$ cat src/hw/rtl/mtss_pkg.sv
// Shared types, constants and the quarter-wave sine table for the test-signal source.
package mtss_pkg;

    localparam int MAX_CHANNELS     = 64;
    localparam int RECORD_DEPTH     = 512;
    localparam int SINE_TABLE_DEPTH = 256;
    localparam int QUEUE_DEPTH      = 2;

    localparam int REC_AW  = $clog2(RECORD_DEPTH);
    localparam int SINE_KW = $clog2(SINE_TABLE_DEPTH);
    localparam int CH_W    = $clog2(MAX_CHANNELS);
    localparam int CNT_W   = $clog2(MAX_CHANNELS + 1);
    localparam int QAW     = (QUEUE_DEPTH > 1) ? $clog2(QUEUE_DEPTH) : 1;
    localparam int QCW     = $clog2(QUEUE_DEPTH + 1);

    localparam logic [63:0] HALF_PI_Q30      = 64'd1686629713;
    localparam logic [31:0] ONE_RADIAN_PHASE = 32'd683565276;
    localparam logic [31:0] SQUARE_AMPL      = 32'd32767;
    localparam logic [20:0] US_PER_S_X2      = 21'd2000000;

    // register indexes
    localparam logic [2:0] REG_MODE        = 3'd0;
    localparam logic [2:0] REG_CHAN_COUNT  = 3'd1;
    localparam logic [2:0] REG_SINE_STEP   = 3'd2;
    localparam logic [2:0] REG_SQUARE_STEP = 3'd3;
    localparam logic [2:0] REG_VOLT_SCALE  = 3'd4;

    // mode codes
    localparam logic [1:0] MODE_SINE   = 2'd0;
    localparam logic [1:0] MODE_SQUARE = 2'd1;
    localparam logic [1:0] MODE_PLAY   = 2'd2;

    // input function codes
    localparam logic [1:0] FUNC_TICK   = 2'd0;
    localparam logic [1:0] FUNC_HEADER = 2'd1;
    localparam logic [1:0] FUNC_SAMPLE = 2'd2;

    typedef enum logic [1:0] {
        CMD_TICK,
        CMD_HEADER,
        CMD_SAMPLE
    } mtss_cmd_kind_t;

    typedef struct packed {
        mtss_cmd_kind_t     kind;
        logic [31:0]        tick;
        logic [31:0]        sine_phase;
        logic               square_msb;
        logic [63:0]        hdr_time;
        logic [31:0]        hdr_rate;
        logic [9:0]         hdr_length;
        logic [8:0]         slot;
        logic signed [15:0] sample;
    } mtss_cmd_t;

    typedef struct packed {
        logic [1:0]  mode;
        logic [6:0]  chan_count;
        logic [31:0] volt_scale;
    } mtss_cfg_t;

    typedef logic [SINE_TABLE_DEPTH:0][15:0] sine_tab_t;

    // Q30 Taylor sine, truncating, eight terms
    function automatic logic [15:0] sine_entry(input int i);
        logic [63:0]        x;
        logic [63:0]        x2;
        logic [63:0]        t;
        logic signed [63:0] s;
        logic [63:0]        v;
        x = (HALF_PI_Q30 * 64'(i)) / SINE_TABLE_DEPTH;
        x2 = (x * x) >> 30;
        s = $signed(x);
        t = ((x * x2) >> 30) / 6;    s = s - $signed(t);
        t = ((t * x2) >> 30) / 20;   s = s + $signed(t);
        t = ((t * x2) >> 30) / 42;   s = s - $signed(t);
        t = ((t * x2) >> 30) / 72;   s = s + $signed(t);
        t = ((t * x2) >> 30) / 110;  s = s - $signed(t);
        t = ((t * x2) >> 30) / 156;  s = s + $signed(t);
        t = ((t * x2) >> 30) / 210;  s = s - $signed(t);
        if (s < 0) s = 0;
        v = (64'(s) * 64'd32767 + (64'd1 << 29)) >> 30;
        if (v > 64'd32767) v = 64'd32767;
        return v[15:0];
    endfunction

    function automatic sine_tab_t build_sine_table();
        sine_tab_t tab;
        for (int i = 0; i <= SINE_TABLE_DEPTH; i++) begin
            tab[i] = sine_entry(i);
        end
        return tab;
    endfunction

    localparam sine_tab_t SINE_TAB = build_sine_table();

endpackage

$ cat src/hw/rtl/mtss_fifo.sv
// Short command queue between the front end and the back end.
module mtss_fifo (
    input  logic              clk,
    input  logic              rst_n,
    input  logic              push,
    input  mtss_pkg::mtss_cmd_t push_data,
    output logic              full,
    input  logic              pop,
    output logic              empty,
    output mtss_pkg::mtss_cmd_t head
);
    import mtss_pkg::*;

    mtss_cmd_t        mem_reg [QUEUE_DEPTH];
    logic [QAW-1:0]   wr_ptr_reg;
    logic [QAW-1:0]   rd_ptr_reg;
    logic [QCW-1:0]   count_reg;

    assign full  = (count_reg == QCW'(QUEUE_DEPTH));
    assign empty = (count_reg == '0);
    assign head  = mem_reg[rd_ptr_reg];

    always_ff @(posedge clk) begin
        if (push && !full) begin
            mem_reg[wr_ptr_reg] <= push_data;
        end
    end

    always_ff @(posedge clk or negedge rst_n) begin
        if (!rst_n) begin
            wr_ptr_reg <= '0;
            rd_ptr_reg <= '0;
            count_reg  <= '0;
        end
        else begin
            if (push && !full) begin
                wr_ptr_reg <= (wr_ptr_reg == QAW'(QUEUE_DEPTH - 1)) ? '0 : wr_ptr_reg + 1'b1;
            end
            if (pop && !empty) begin
                rd_ptr_reg <= (rd_ptr_reg == QAW'(QUEUE_DEPTH - 1)) ? '0 : rd_ptr_reg + 1'b1;
            end
            count_reg <= count_reg + QCW'(push && !full) - QCW'(pop && !empty);
        end
    end

endmodule

$ cat config.mk
export PLATFORM = sky130hd
export DESIGN_NAME = mtss_fifo
export DESIGN_NICKNAME = d
export VERILOG_FILES = /design/src/hw/rtl/mtss_pkg.sv /design/src/hw/rtl/mtss_fifo.sv
export SDC_FILE = /design/constraint.sdc
export NUM_CORES = 1
export LEC_CHECK = 0
export ABC_CLOCK_PERIOD_IN_PS = 9600
export BUFFER_PORTS_ARGS = -buffer_cell sky130_fd_sc_hd__buf_2
export CELL_PAD_IN_SITES_DETAIL_PLACEMENT = 0
export CELL_PAD_IN_SITES_GLOBAL_PLACEMENT = 2
export CORE_MARGIN = 2
export CORE_UTILIZATION = 35
export CTS_CLUSTER_DIAMETER = 60
export CTS_CLUSTER_SIZE = 30
export DETAILED_ROUTE_END_ITERATION = 7
export PLACE_DENSITY = 0.72
export SYNTH_ARGS = -nofsm -noshare
export SYNTH_HDL_FRONTEND = slang
export SYNTH_SLANG_ARGS = --single-unit
$ cat constraint.sdc
create_clock -name clk -period 9.6 [get_ports clk]
set_input_delay 1.44 -clock clk [delete_from_list [all_inputs] [get_ports clk]]
set_output_delay 1.44 -clock clk [all_outputs]
set_load 0.02 [all_outputs]
## Word level (Yosys, flattened, before mapping)

Memory sizes are Yosys's and may differ from the RTL's.
Index checks and enable logic that the tools add are counted.

- Reductions and logical operators: 5
- Equal/unequal tests: 1
- $add $sub $neg: 4
- Muxes and demuxes: 4

Operators with widths:

| cell | number |
|---|---|
| 2-to-1 mux 1 bit | 4 |
| adder 1 bit (second input constant) | 2 |
| adder 2 x 1 -> 2 bit | 1 |
| equality test 2 bit (second input constant) | 1 |
| logical AND 1 bit | 2 |
| logical NOT 1 bit | 2 |
| logical NOT 2 bit | 1 |
| subtractor 2 x 1 -> 2 bit | 1 |

- Memories kept: 1
- Register bits: 4
- RAM bits: 396

Memories:

| name | words | bits a word | rd ports | clocked after memory_dff | wr ports | RTL line | RTL |
|---|---|---|---|---|---|---|---|
| mem_reg | 2 | 198 | 1 | 0 | 1 | mtss_fifo.sv:14 | `mtss_cmd_t mem_reg [QUEUE_DEPTH];` |

## Logic depth before layout (Yosys ltp)

- Depth in word-level cells: 5
- Depth in mapped cells: 7
- Mapped depth without buffers: 7

## Worst setup path before layout

No wires, ideal clock.

- Path kind: input port to flip-flop
- Start point: input push
- End point: memory mem_reg[0][0] (netlist bit) (enable)
- Library setup time: 0.759 ns
- Data required time: 8.841 ns
- Path slack: -0.902 ns
- Buffers on the path: 0
- Data arrival time: 9.742 ns
- Cell stages on the path: 2
- Cells stage by stage: nand2_1 -> nor2_1

- Cells in the longest elaborated chain, start to end: 3

RTL lines:

| item | RTL line | RTL |
|---|---|---|
| start, declared | mtss_fifo.sv:5 | `input logic push,` |
| logical AND 1 bit | mtss_fifo.sv:24 | `if (push && !full) begin` |
| 2-to-1 mux 1 bit | mtss_fifo.sv:24 |  |
| 2-to-1 mux 1 bit (not written as such) | mtss_fifo.sv:25 | `mem_reg[wr_ptr_reg] <= push_data;` |
| end, declared | mtss_fifo.sv:14 |  |

No other way between the ends.

==> results.toml <==
[worst_setup_path]
cp-end-kind = "output port"
crit_top_cell = "buf_4"
cp.buffers_inverters = 3
worstPathRequired_ps = 8160
cp_cell_sequence = "buf_4 > buf_4 > mux2_2 > buf_2"
arrival_ps = 3570
critPathKind = "flip-flop to output port"
cp_top_family = "buffers and inverters"
cp_max_fo = 54
crit_path_top_delay_cell = "dfrtp_4"
critical_path.max_stage_delay_ps = 930
cp-start-kind = "flip-flop"

[finish]
area_delta_synth_final_pct = 24.1
final_util = 0.441
finalInstanceArea_um2 = 18500
mostFrequentLayoutCell = "buf_2"
largest_reg_flops = 396
layout_common_cells = "buf_2 (401), edfxtp_1 (396), mux2_4 (100)"
nets = 1257
drive_gt1_frac = 0.616

[clock_network]
post_cts_buffers = 0
cts_made_buffers = 30
cts_resized = 0
hold_buffers = 0
clk_pin_slew_ps = 80
cts_tree = "done"
clock_sinks = 400
cts_buffer_depth = 3
cts_root_buf = "clkbuf_16"
h-tree-depth = 1
worst_skew_pair.late_latency_ps = 570

[placement]
port_buffers = 401
gp_congestion = 0.745
dpl_cell_area_um2 = 17500
hpwl_mm = 21.9

[logic_synthesis]
synth_seq_area_share = 0.805
synth_cell_type_count = 15
yosysWarningCount = 0
syn_area_um2 = 14900
synthCells = 634
synth_nets = 838
synth-seq-cells = 400
syn_area_per_cell_um2 = 23.5

[routing]
post_drt_wl_per_cell_um = 19.4
wirelength_mm = 31.5
via_per_inst = 4.51
via_count = 7317
dr.pass1.iters = 4
ant_nets = 0
drc_errors = 0
drt_iter0_markers = 359

[global_routing]
grt_max_degree = 76
gr-usage-all-layers = 0.135
overflow = 0
grt_pass1_vias = 7556
grt_pass1_wl_mm = 45.3
antenna_found_initial = 14

[timing]
rsz0062_at_grt = "false"
tightest_slew_ps = 1050
layout_min_cycle_time_ps = 5010
fin_crit_sh = 0.521
whs_ps = 503
setup_viol = 0
maxSlewHeadroom = 0.298
skew_ps = 13.0
max_freq_mhz = 200
finalMaxSlewViolations = 0
final.setup.tns_ps = 0
hold_viol = 0

[power_and_ir_drop]
ir_worst_vdd_mv = 0.160
power_leakage_uw = 0.00708
p_per_area_nw_per_um2 = 314
power_uw = 5800

[die]
fp.dieH_um = 210
core_area_um2 = 41900
dieArea_um2 = 44200
start_util = 0.355
rows = 75
ios = 402
die_x_um = 210

[flow_run]
drv_cap = 0

[min_path]
hold_path.class = "flip-flop to flip-flop"

[outcome]
status = "complete, no violations"
## worst paths after layout
kind,endpoint,depth (start not counted),startpoint,slack [ps]
worst max-delay path,head[195],4,rd_ptr_reg,4590
worst min-delay path,count_reg[1],1,count_reg[1],500
worst max register to register,mem_reg[0][73],5,count_reg[1],6650
worst min register to register,count_reg[1],1,count_reg[1],500
max in group asynchronous,rd_ptr_reg,1,rst_n,8810
min in group asynchronous,rd_ptr_reg,1,rst_n,650
## per-stage QoR
step           cells  setup slack (ps)
2_1_floorplan    634              2450
3_3_place_gp    1560              5170
3_5_place_dp    1560              5130
4_1_cts         1614              4480
5_1_grt         1619              4330
6_report        1623              4590
## cell usage after synthesis, drive strengths merged
cell      n  share of area
edfxtp  396           0.80
mux2    198           0.17
buf      22          0.013
dfrtp     4         0.0067
xnor2     3         0.0018
ha        2         0.0017
inv       2        0.00050
nor2      2        0.00050
and3      1        0.00042
nand2     1        0.00025
nand2b    1        0.00042
nor2b     1        0.00042
xor2      1        0.00059
## layout make-up
type | instances | area, um^2
timing repair buffer | 409 | 2070
sequential | 400 | 12000
clock inverter | 22 | 229
multi-input combinational | 210 | 2710
fill | 3736 | 23500
tap | 539 | 674
antenna | 9 | 22.5
inverter | 2 | 7.51
clock buffer | 32 | 779
## power breakdown
part	total [uW]	switching, uW	internal [uW]
logic	2010	1180	825
clock network	1270	642	624
registers	2530	136	2390
## metal layers
layer  routed length [um]  track usage
met1                12400        0.164
met2                15100        0.223
met3                 3160       0.0574
met4                  711       0.0335
met5                   71            0
## logic make-up after synthesis
kind of cell               Yosys count  share of synthesized area
DFF                                400                      0.805
muxes                              198                      0.175
buffers and inverters               24                     0.0138
and+or+nand+nor                      6                    0.00202
xor gates and xnor gates             4                    0.00235
adders and majority gates            2                    0.00168
Note: power is estimated with default switching activity, not from simulation.
