**config.mk**
```make
export PLATFORM = sky130hd
export DESIGN_NAME = mtss_front
export DESIGN_NICKNAME = d
export VERILOG_FILES = /design/src/hw/rtl/mtss_pkg.sv /design/src/hw/rtl/mtss_front.sv
export SDC_FILE = /design/constraint.sdc
export NUM_CORES = 1
export LEC_CHECK = 0
export BUFFER_PORTS_ARGS = -buffer_cell sky130_fd_sc_hd__buf_2
export CAP_MARGIN = 30
export CORE_ASPECT_RATIO = 1.25
export CORE_UTILIZATION = 40
export CTS_BUF_LIST = sky130_fd_sc_hd__clkbuf_4 sky130_fd_sc_hd__clkbuf_8
export DETAILED_ROUTE_END_ITERATION = 8
export PLACE_DENSITY = 0.66
export SYNTH_ARGS = -nofsm -noshare
export SYNTH_HDL_FRONTEND = slang
export SYNTH_SLANG_ARGS = --single-unit
```
**constraint.sdc**
```tcl
create_clock -name clk -period 3.75 [get_ports clk]
set_clock_uncertainty 0.05 [all_clocks]
set_input_delay 1.125 -clock clk [delete_from_list [all_inputs] [get_ports clk]]
set_output_delay 1.125 -clock clk [all_outputs]
set_load 0.005 [all_outputs]
```
**src/hw/rtl/mtss_pkg.sv**
```systemverilog
// Shared types, constants and the quarter-wave sine table for the test-signal source.
package mtss_pkg;

    localparam int MAX_CHANNELS     = 64;
    localparam int RECORD_DEPTH     = 512;
    localparam int SINE_TABLE_DEPTH = 256;
    localparam int QUEUE_DEPTH      = 2;

    localparam int REC_AW  = $clog2(RECORD_DEPTH);
    localparam int SINE_KW = $clog2(SINE_TABLE_DEPTH);
    localparam int CH_W    = $clog2(MAX_CHANNELS);
    localparam int CNT_W   = $clog2(MAX_CHANNELS + 1);
    localparam int QAW     = (QUEUE_DEPTH > 1) ? $clog2(QUEUE_DEPTH) : 1;
    localparam int QCW     = $clog2(QUEUE_DEPTH + 1);

    localparam logic [63:0] HALF_PI_Q30      = 64'd1686629713;
    localparam logic [31:0] ONE_RADIAN_PHASE = 32'd683565276;
    localparam logic [31:0] SQUARE_AMPL      = 32'd32767;
    localparam logic [20:0] US_PER_S_X2      = 21'd2000000;

    // register indexes
    localparam logic [2:0] REG_MODE        = 3'd0;
    localparam logic [2:0] REG_CHAN_COUNT  = 3'd1;
    localparam logic [2:0] REG_SINE_STEP   = 3'd2;
    localparam logic [2:0] REG_SQUARE_STEP = 3'd3;
    localparam logic [2:0] REG_VOLT_SCALE  = 3'd4;

    // mode codes
    localparam logic [1:0] MODE_SINE   = 2'd0;
    localparam logic [1:0] MODE_SQUARE = 2'd1;
    localparam logic [1:0] MODE_PLAY   = 2'd2;

    // input function codes
    localparam logic [1:0] FUNC_TICK   = 2'd0;
    localparam logic [1:0] FUNC_HEADER = 2'd1;
    localparam logic [1:0] FUNC_SAMPLE = 2'd2;

    typedef enum logic [1:0] {
        CMD_TICK,
        CMD_HEADER,
        CMD_SAMPLE
    } mtss_cmd_kind_t;

    typedef struct packed {
        mtss_cmd_kind_t     kind;
        logic [31:0]        tick;
        logic [31:0]        sine_phase;
        logic               square_msb;
        logic [63:0]        hdr_time;
        logic [31:0]        hdr_rate;
        logic [9:0]         hdr_length;
        logic [8:0]         slot;
        logic signed [15:0] sample;
    } mtss_cmd_t;

    typedef struct packed {
        logic [1:0]  mode;
        logic [6:0]  chan_count;
        logic [31:0] volt_scale;
    } mtss_cfg_t;

    typedef logic [SINE_TABLE_DEPTH:0][15:0] sine_tab_t;

    // Q30 Taylor sine, truncating, eight terms
    function automatic logic [15:0] sine_entry(input int i);
        logic [63:0]        x;
        logic [63:0]        x2;
        logic [63:0]        t;
        logic signed [63:0] s;
        logic [63:0]        v;
        x = (HALF_PI_Q30 * 64'(i)) / SINE_TABLE_DEPTH;
        x2 = (x * x) >> 30;
        s = $signed(x);
        t = ((x * x2) >> 30) / 6;    s = s - $signed(t);
        t = ((t * x2) >> 30) / 20;   s = s + $signed(t);
        t = ((t * x2) >> 30) / 42;   s = s - $signed(t);
        t = ((t * x2) >> 30) / 72;   s = s + $signed(t);
        t = ((t * x2) >> 30) / 110;  s = s - $signed(t);
        t = ((t * x2) >> 30) / 156;  s = s + $signed(t);
        t = ((t * x2) >> 30) / 210;  s = s - $signed(t);
        if (s < 0) s = 0;
        v = (64'(s) * 64'd32767 + (64'd1 << 29)) >> 30;
        if (v > 64'd32767) v = 64'd32767;
        return v[15:0];
    endfunction

    function automatic sine_tab_t build_sine_table();
        sine_tab_t tab;
        for (int i = 0; i <= SINE_TABLE_DEPTH; i++) begin
            tab[i] = sine_entry(i);
        end
        return tab;
    endfunction

    localparam sine_tab_t SINE_TAB = build_sine_table();

endpackage

```
**src/hw/rtl/mtss_front.sv**
```systemverilog
// Front end: configuration registers, item intake, phase accumulators, command queuing.
module mtss_front (
    input  logic               clk,
    input  logic               rst_n,
    input  logic               cfg_valid,
    output logic               cfg_ready,
    input  logic [2:0]         cfg_index,
    input  logic [31:0]        cfg_data,
    input  logic               item_valid,
    output logic               item_stall,
    input  logic [1:0]         func,
    input  logic [8:0]         slot,
    input  logic signed [15:0] raw_sample,
    input  logic [63:0]        record_time_us,
    input  logic [31:0]        record_rate_hz,
    input  logic [9:0]         record_length,
    input  logic               q_full,
    output logic               q_push,
    output mtss_pkg::mtss_cmd_t q_data,
    output mtss_pkg::mtss_cfg_t cfg
);
    import mtss_pkg::*;

    logic [1:0]  mode_reg;
    logic [6:0]  chan_count_reg;
    logic [31:0] sine_step_reg;
    logic [31:0] square_step_reg;
    logic [31:0] volt_scale_reg;
    logic [31:0] tick_reg;
    logic [31:0] sine_phase_reg;
    logic [31:0] square_phase_reg;
    logic        accept;

    assign cfg_ready  = 1'b1;
    assign item_stall = q_full;
    assign accept     = item_valid && !q_full;

    assign cfg.mode       = mode_reg;
    assign cfg.chan_count = chan_count_reg;
    assign cfg.volt_scale = volt_scale_reg;

    // func three is dropped here
    assign q_push = accept && (func != 2'd3);

    always_comb begin
        q_data            = '0;
        q_data.tick       = tick_reg;
        q_data.sine_phase = sine_phase_reg;
        q_data.square_msb = square_phase_reg[31];
        q_data.hdr_time   = record_time_us;
        q_data.hdr_rate   = record_rate_hz;
        q_data.hdr_length = record_length;
        q_data.slot       = slot;
        q_data.sample     = raw_sample;
        unique case (func)
            FUNC_TICK:   q_data.kind = CMD_TICK;
            FUNC_HEADER: q_data.kind = CMD_HEADER;
            FUNC_SAMPLE: q_data.kind = CMD_SAMPLE;
            default:     q_data.kind = CMD_TICK;
        endcase
    end

    always_ff @(posedge clk or negedge rst_n) begin
        if (!rst_n) begin
            mode_reg         <= MODE_SQUARE;
            chan_count_reg   <= 7'd32;
            sine_step_reg    <= 32'd42949673;
            square_step_reg  <= 32'd21474836;
            volt_scale_reg   <= '0;
            tick_reg         <= '0;
            sine_phase_reg   <= '0;
            square_phase_reg <= '0;
        end
        else begin
            if (cfg_valid) begin
                unique case (cfg_index)
                    REG_MODE:        mode_reg        <= cfg_data[1:0];
                    REG_CHAN_COUNT:  chan_count_reg  <= cfg_data[6:0];
                    REG_SINE_STEP:   sine_step_reg   <= cfg_data;
                    REG_SQUARE_STEP: square_step_reg <= cfg_data;
                    REG_VOLT_SCALE:  volt_scale_reg  <= cfg_data;
                    default: ;
                endcase
            end
            if (accept && func == FUNC_TICK) begin
                tick_reg         <= tick_reg + 32'd1;
                sine_phase_reg   <= sine_phase_reg + sine_step_reg;
                square_phase_reg <= square_phase_reg + square_step_reg;
            end
        end
    end

endmodule

```
# --- After elaboration in Yosys (flattened, before gate mapping) ---
# Cells that the tools add are included.
totals:
  regBits: 201
  output_inout_bits: 242
  wordCells: 30
  inputBits: 173
classes:
  n_mux: 1
  addsub: 3
  n_eq_ne: 7
  n_reduce_logical: 11
op_table:
  columns: ["cell", "n"]
  rows:
  - ["32-bit adder", 2]
  - ["32-bit by 1-bit adder with 32-bit output (second input constant)", 1]
  - ["2-bit AND reduction", 5]
  - ["3-bit by 2-bit == test with 1-bit output (second input constant)", 2]
  - ["2-bit case mux with 2 select lines", 1]
  - ["3-bit by 1-bit == test with 1-bit output (second input constant)", 1]
  - ["3-bit == test (second input constant)", 1]
  - ["1-bit logical AND", 3]
  - ["3-bit logical NOT", 1]
  - ["2-bit by 1-bit == test with 1-bit output (second input constant)", 1]
  - ["2-bit == test (second input constant)", 1]
  - ["2-bit logical NOT", 1]
  - ["2-bit != test (second input constant)", 1]
  - ["1-bit logical NOT", 1]

# --- Depth between registers and ports, before layout ---
# Gate-level depths: netlist of run 1.
depth:
  ltp_word: 3
  mapped_depth: 10
  ltp_nobuf: 10

# --- Worst setup path after synthesis of run 1 ---
# Ideal clock, no wire load.
synth_timing:
  path_type: "input to register"
  start: "input func[0]"
  end: "register tick_reg[30]"
  arrival_ps: 2768
  n_path_buf: 0
  required_time_ps: 3621
  path_stages: 8
  setup_ps: 79
  slack_ps: 852
  cell_sequence: "nor4b_2 -> and3_1 -> nand2_1 -> nor2_1 -> and4_1 -> nand3_1 -> nor2_1 -> xor2_1"
synth_between:
  elab_chain_len: 2
synth_rtl:
  columns: ["item", "line_no", "source"]
  rows:
  - ["start, declared", "mtss_front.sv:11", "input logic [1:0] func,"]
  - ["2-bit logical NOT", "mtss_front.sv:85", "if (accept && func == FUNC_TICK) begin"]
  - ["1-bit logical AND", "mtss_front.sv:85", null]
  - ["end signal, assigned", "mtss_front.sv:86", "tick_reg <= tick_reg + 32'd1;"]
  - ["end, declared", "mtss_front.sv:29", "logic [31:0] tick_reg;"]
# No other way between the ends.
# A chain may end at the register's enable or synchronous reset.

# --- Final worst setup path of run 1 ---
layout_timing:
  start: "register sine_phase_reg[6]"
  end: "register sine_phase_reg[29]"
layout_between:
  elab_chain_len: 1
layout_rtl:
  columns: ["item", "line_no", "source"]
  rows:
  - ["start, declared", "mtss_front.sv:30", "logic [31:0] sine_phase_reg;"]
  - ["start signal, assigned", "mtss_front.sv:87", "sine_phase_reg <= sine_phase_reg + sine_step_reg;"]
  - ["32-bit adder", "mtss_front.sv:87", null]
# No other way between the ends.

==> flow_summary.json, run 1 <==
{
  "status": "finished clean",
  "r2r-start": "sine_phase_reg[6]$_DFFE_PN0P_",
  "hp-start": "square_phase_reg[28]$_DFFE_PN0P_",
  "antenna_found_initial": 0,
  "synthTopCellsByArea": "dfrtp_1, mux2_2, buf_4",
  "slew_violations": 0,
  "min_to": "square_phase_reg[28]$_DFFE_PN0P_",
  "critPathSlowestCell": "o41ai_4",
  "diodes": 0,
  "drtIter0Drc": 380,
  "crit_arrival_ns": 3.41,
  "synth-main-ff-cell": "dfrtp_1",
  "p_sw_uw": 3880,
  "postSynthAreaPerCell_sq_um": 10.2,
  "final_area_sq_um": 13000,
  "leakagePower_uw": 0.00623,
  "clock-root-buffer": "clkbuf_8",
  "netlist_area_sq_um": 11900,
  "detailed_place_hpwl_um": 25300,
  "path_buf_inv": 0,
  "ys_seq_area_frac": 0.426,
  "relSlewSlack": 0.534,
  "cp_max_fo": 7,
  "routabilityCongestion": 0.933,
  "dp_slack_ns": 0.643,
  "die-area_sq_um": 30400,
  "drive_gt1_frac": 0.307,
  "routedWlPerCell_um": 20.2,
  "ios": 415,
  "synthMuxAreaShare": 0.103,
  "synth_top_family_by_area": "compound AO/OA/AOI/OAI gates",
  "die_w_um": 156,
  "synth_simple_gate_area_frac": 0.105,
  "r2r_end": "sine_phase_reg[29]$_DFFE_PN0P_",
  "p_per_area_nw_per_um2": 786,
  "drc": 0,
  "comb_power_share": 0.445,
  "vias_per_cell": 5.27,
  "cp_cell_sequence": "ha_1 > a2111oi_0 > o21ai_1 > or3b_1 > o31a_1 > o41ai_4 > a221oi_2 > or4_1 > nand3_1",
  "yosysWarnings": 0,
  "crit_required_ns": 4.14,
  "yosys.area.top_type": "dfrtp_1",
  "drt-total-wl_um": 32600,
  "p_sw_frac": 0.381,
  "cts_sinks": 201,
  "grtUsageTotal": 0.215,
  "clk_transition_reported_paths_ns": 0.06,
  "r2r_cells": 9,
  "cts_resized": 0,
  "cp_top_family": "compound AO/OA/AOI/OAI gates",
  "setup_ws_ns": 0.736,
  "synth_fa_ha_area_frac": 0.0696,
  "fin_setup_tns_ns": 0,
  "holdWs_ns": 0.433,
  "finalSetupViolCount": 0,
  "max_freq_mhz": 332,
  "synth-xor-area-share": 0.0611,
  "tightest_slew_ns": 0.696,
  "multi_input_area_sq_um": 5660,
  "die_h_um": 195,
  "min_path_cells": 2,
  "syn_to_final_growth_pct": 9.19,
  "intPower_uw": 6320,
  "start_util": 0.407,
  "postCtsSetupBuffers": 0,
  "grt_max_degree": 74,
  "worstSetupPathType": "register to register",
  "rrSetupSlack_ns": 0.74,
  "synth_edf_count": 0,
  "hold_violations": 0,
  "antenna_left": 0,
  "yosysUniqueCellTypes": 66,
  "clk_latency_ns": 0.53,
  "nets": 1431,
  "vdd_drop_max_mv": 0.439,
  "cap_violations": 0,
  "hp-class": "register to register",
  "fin_crit_sh": 0.804,
  "cts_buffer_depth": 3,
  "regArea_sq_um": 5060,
  "portBuffers": 151,
  "synth_top_area_frac": 0.366,
  "grt_pass1_vias": 8520,
  "p_seq_frac": 0.318,
  "async_flop_share": 1.00,
  "cts_buffers": 36,
  "gr-total-overflow": 0,
  "synth_seq_cells": 201,
  "place_area_sq_um": 12100,
  "dp_cells": 1551,
  "vias": 8526,
  "grt_first_pass_wirelength_um": 49900,
  "max_stage_delay_ns": 0.45,
  "period_needed_ns": 3.01,
  "instances_no_fill": 1617,
  "rsz0062_at_grt": "false",
  "cts_tree": "done",
  "synth_nets": 1399,
  "clkPwrFrac": 0.237,
  "cts_max_level": 2,
  "num_rows": 70,
  "fillers": 2833,
  "first_pass_iters": 5,
  "synth_compound_area_frac": 0.135,
  "start_kind": "register",
  "critPathCaptureType": "register",
  "syn_inst": 1161,
  "hold_buffers": 0,
  "core_area_sq_um": 29300
}
==> how the worst max path moves through the flow <==
| stage | startpoint | end | slack, ns | cells past startpoint |
|---|---|---|---|---|
| after floorplan | func[0] | tick_reg[30]$_DFFE_PN0P_ | 0.85 | 8 |
| after global placement | func[0] | tick_reg[30]$_DFFE_PN0P_ | 0.74 | 10 |
| after detailed placement | func[0] | tick_reg[28]$_DFFE_PN0P_ | 0.64 | 10 |
| after CTS | sine_phase_reg[6]$_DFFE_PN0P_ | sine_phase_reg[29]$_DFFE_PN0P_ | 0.75 | 9 |
| after global routing | sine_phase_reg[6]$_DFFE_PN0P_ | sine_phase_reg[19]$_DFFE_PN0P_ | 0.53 | 9 |
| final | sine_phase_reg[6]$_DFFE_PN0P_ | sine_phase_reg[29]$_DFFE_PN0P_ | 0.74 | 9 |
==> layer usage <==
| layer | vias to the layer above | GRT usage | share of wire |
|---|---|---|---|
| met4 | 0 | 0.0897 | 0.040 |
| met1 | 4091 | 0.224 | 0.35 |
| li1 | 4022 | - | - |
| met5 | - | 0 | 0 |
| met2 | 319 | 0.351 | 0.46 |
| met3 | 94 | 0.122 | 0.15 |
==> synth_stat cells, types with 3 or more instances <==
cell and instances:
a31oi_1 8, o311ai_0 3, a21o_1 35, nor2_1 37
clkbuf_1 26, a21oi_1 61, o21bai_1 11, a221oi_1 4
and2_1 6, xor2_1 33, a211oi_1 8, xnor2_1 50
o21a_1 6, or3_1 4, nand2_1 129, nand3_1 21
nand2b_1 9, mux2_2 107, o211ai_1 3, nand4_1 17
a31o_2 3, and3_1 14, dfrtp_1 174, buf_1 7
nor2b_1 9, o21ai_0 79, nor3_1 11, ha_1 63
buf_4 134, inv_1 13, dfstp_2 27, o31ai_1 6
==> cells by family after synthesis <==
logic type | Yosys count
AOI/OAI and AO/OA | 252
xor gates and xnor gates | 83
adders and majority gates | 65
buffers and inverters | 181
DFF | 201
muxes | 109
other | 1
and+or+nand+nor | 269
==> power groups by stage <==
stage,Clock [uW],Combinational [uW],Sequential (uW)
4_1_cts,2490,4540,3250
5_1_grt,2570,5130,3320
3_5_place_dp,0,4500,3280
3_3_place_gp,0,4450,3250
2_1_floorplan,0,3470,3190
6_report,2410,4550,3240
==> metrics by stage <==
step,utilization,total power (uW)
CTS,0.444,10300
global route,0.444,11000
global placement,0.415,7700
finish,0.444,10200
detailed placement,0.415,7790
floorplan,-,6670
==> area by class of cell <==
cell class / count / area share
Tap cell: 396 / 0.0381
Sequential cell: 201 / 0.390
Timing Repair Buffer: 162 / 0.0662
Inverter: 13 / 0.00376
Multi-Input combinational cell: 779 / 0.436
Clock buffer: 53 / 0.0533
Clock inverter: 13 / 0.0130
==> tightest hold or removal path: stages (launching register included) <==
cell and delay [ns]:
dfrtp_1 0.34, nand2_1 0.05, o21ai_0 0.06
==> placed cells by master (no fill, tap or decap), types with 13 or more instances in the layout <==
cell / instances
inv_1: 13
a21o_1: 35
a21oi_1: 61
o21ai_0: 79
and3_1: 14
clkbuf_8: 48
buf_2: 150
mux2_2: 107
xnor2_1: 50
dfstp_2: 27
ha_1: 63
nor2_1: 37
nand2_1: 129
dfrtp_1: 174
nand4_1: 17
nand3_1: 21
xor2_1: 33
Power figures use the tool's default switching activity.
==> run 2: changes to the inputs <==
--- a/config.mk
+++ b/config.mk
@@ -11,7 +11,7 @@
 export CORE_UTILIZATION = 40
 export CTS_BUF_LIST = sky130_fd_sc_hd__clkbuf_4 sky130_fd_sc_hd__clkbuf_8
 export DETAILED_ROUTE_END_ITERATION = 8
-export PLACE_DENSITY = 0.66
+export PLACE_DENSITY = 0.69
 export SYNTH_ARGS = -nofsm -noshare
 export SYNTH_HDL_FRONTEND = slang
 export SYNTH_SLANG_ARGS = --single-unit
==> constraint.sdc (replaced) <==
create_clock -name clk -period 2.45 [get_ports clk]
set_clock_uncertainty 0.05 [all_clocks]
set_input_delay 0.735 -clock clk [delete_from_list [all_inputs] [get_ports clk]]
set_output_delay 0.735 -clock clk [all_outputs]
set_load 0.005 [all_outputs]
==> flow_summary.json, run 2 (synthesis gave the netlist of run 1 again) <==
{
  "rsz0062_at_grt": "true",
  "period_needed_ns": 2.70,
  "drtIter0Drc": 491,
  "die_w_um": 156,
  "fin_crit_sh": 1.10,
  "clk_latency_ns": 0.54,
  "cp_max_fo": 4,
  "vias_per_cell": 5.25,
  "slew_violations": 0,
  "crit_arrival_ns": 3.11,
  "nets": 1579,
  "core_area_sq_um": 29300,
  "vdd_drop_max_mv": 0.759,
  "p_seq_frac": 0.272,
  "cts_sinks": 201,
  "clock-root-buffer": "clkbuf_8",
  "detailed_place_hpwl_um": 28800,
  "cts_buffer_depth": 3,
  "startpoint": "sine_step_reg[1]$_DFFE_PN0P_",
  "routedWlPerCell_um": 21.2,
  "power.total_uw": 18500,
  "routabilityCongestion": 0.865,
  "antenna_found_initial": 1,
  "clk_transition_reported_paths_ns": 0.06,
  "layout_commonest_cell": "dfrtp_1",
  "r2r-start": "sine_step_reg[1]$_DFFE_PN0P_",
  "r2r_end": "sine_phase_reg[29]$_DFFE_PN0P_",
  "violations": "setup timing",
  "cts_max_level": 2,
  "grt_max_degree": 55,
  "p_sw_frac": 0.382,
  "syn_to_final_growth_pct": 24.3,
  "status": "complete, but fails checks",
  "fin_setup_tns_ns": -2.00,
  "cap_violations": 0,
  "setup_ws_ns": -0.249,
  "final_cell_mix": "dfrtp_1, buf_2, buf_4",
  "max_freq_mhz": 370,
  "drc": 0,
  "start_util": 0.407,
  "drt-total-wl_um": 37400,
  "grt_first_pass_wirelength_um": 56200,
  "hold_buffers": 0,
  "r2r_cells": 10,
  "intPower_uw": 11500,
  "finalSetupViolCount": 23,
  "grtUsageTotal": 0.244,
  "comb_power_share": 0.547,
  "critPathCaptureType": "register",
  "cts_tree": "done",
  "grt_pass1_vias": 9619,
  "leakagePower_uw": 0.00703,
  "first_pass_iters": 5,
  "ios": 415,
  "portBuffers": 151,
  "start_kind": "register",
  "p_sw_uw": 7070,
  "clkPwrFrac": 0.181,
  "gr-total-overflow": 0,
  "crit_required_ns": 2.86,
  "die_h_um": 195,
  "num_rows": 70,
  "rrSetupSlack_ns": -0.25,
  "drive_gt1_frac": 0.447,
  "die-area_sq_um": 30400,
  "cts_buffers": 36,
  "antenna_left": 0,
  "hold_violations": 0,
  "hp-class": "input pin to asynchronous set/reset pin",
  "p_per_area_nw_per_um2": 1250,
  "worstSetupPathType": "register to register",
  "vias": 9279
}
==> run 2: per-layer routing <==
layer / global-route usage / wire length, um
met3: 0.138 / 5130
met1: 0.246 / 12700
met4: 0.0483 / 596
met5: 0.0181 / 80
met2: 0.432 / 18900
==> run 2: timing repair <==
item,CTS,global route
resized for setup,85,68
setup buffers,17,14
endpoints found under the setup margin,37,37
pin swaps,38,59
==> run 2: how the worst max path moves through the flow <==
stage / slack [ns] / to / depth (start not counted)
6_report: -0.25 / sine_phase_reg[29]$_DFFE_PN0P_ / 10
5_1_grt: -0.36 / sine_phase_reg[29]$_DFFE_PN0P_ / 10
4_1_cts: -0.25 / sine_phase_reg[29]$_DFFE_PN0P_ / 10
3_5_place_dp: -0.32 / sine_phase_reg[29]$_DFFE_PN0P_ / 10
3_3_place_gp: -0.26 / sine_phase_reg[29]$_DFFE_PN0P_ / 10
2_1_floorplan: -0.21 / sine_phase_reg[29]$_DFFE_PN0P_ / 10
==> run 2: cell type report <==
type / count / area [sq um]
fillers: 2635 / 14500
multi-input cells: 779 / 6320
flip-flops and latches: 201 / 5060
repair buffers: 310 / 2070
clock buffers: 59 / 743
well taps: 396 / 495
inverters: 13 / 48.8
clock inverters: 7 / 40.0
diodes: 1 / 2.50
==> run 2: critical path: stages (launching register included) <==
cell	delay (ns)
dfrtp_1	0.42
ha_4	0.29
a211oi_2	0.07
o21ai_1	0.14
or3b_4	0.40
o31a_1	0.31
o41ai_4	0.21
buf_4	0.18
a221oi_2	0.06
or4_1	0.42
nand3_1	0.08
==> run 2: power by group through the flow <==
| stage | clock [uW] | combinational, uW | sequential (uW) |
|---|---|---|---|
| 6_report | 3360 | 10100 | 5040 |
| 5_1_grt | 3610 | 11100 | 5170 |
| 4_1_cts | 3430 | 9340 | 5000 |
| 3_5_place_dp | 0 | 8410 | 5000 |
| 3_3_place_gp | 0 | 8270 | 4950 |
| 2_1_floorplan | 0 | 5340 | 4890 |
==> run 2: per-stage QoR <==
step	worst slack (ns)	std cells	hold WS, ns	area, sq um	util
floorplan	-0.209	1161	0.389	11900	-
global placement	-0.262	1669	0.405	13100	0.448
detailed placement	-0.318	1669	0.405	13100	0.448
CTS	-0.246	1752	0.0779	14400	0.492
global route	-0.356	1765	0.0827	14800	0.505
finish	-0.249	1766	0.0865	14800	0.506
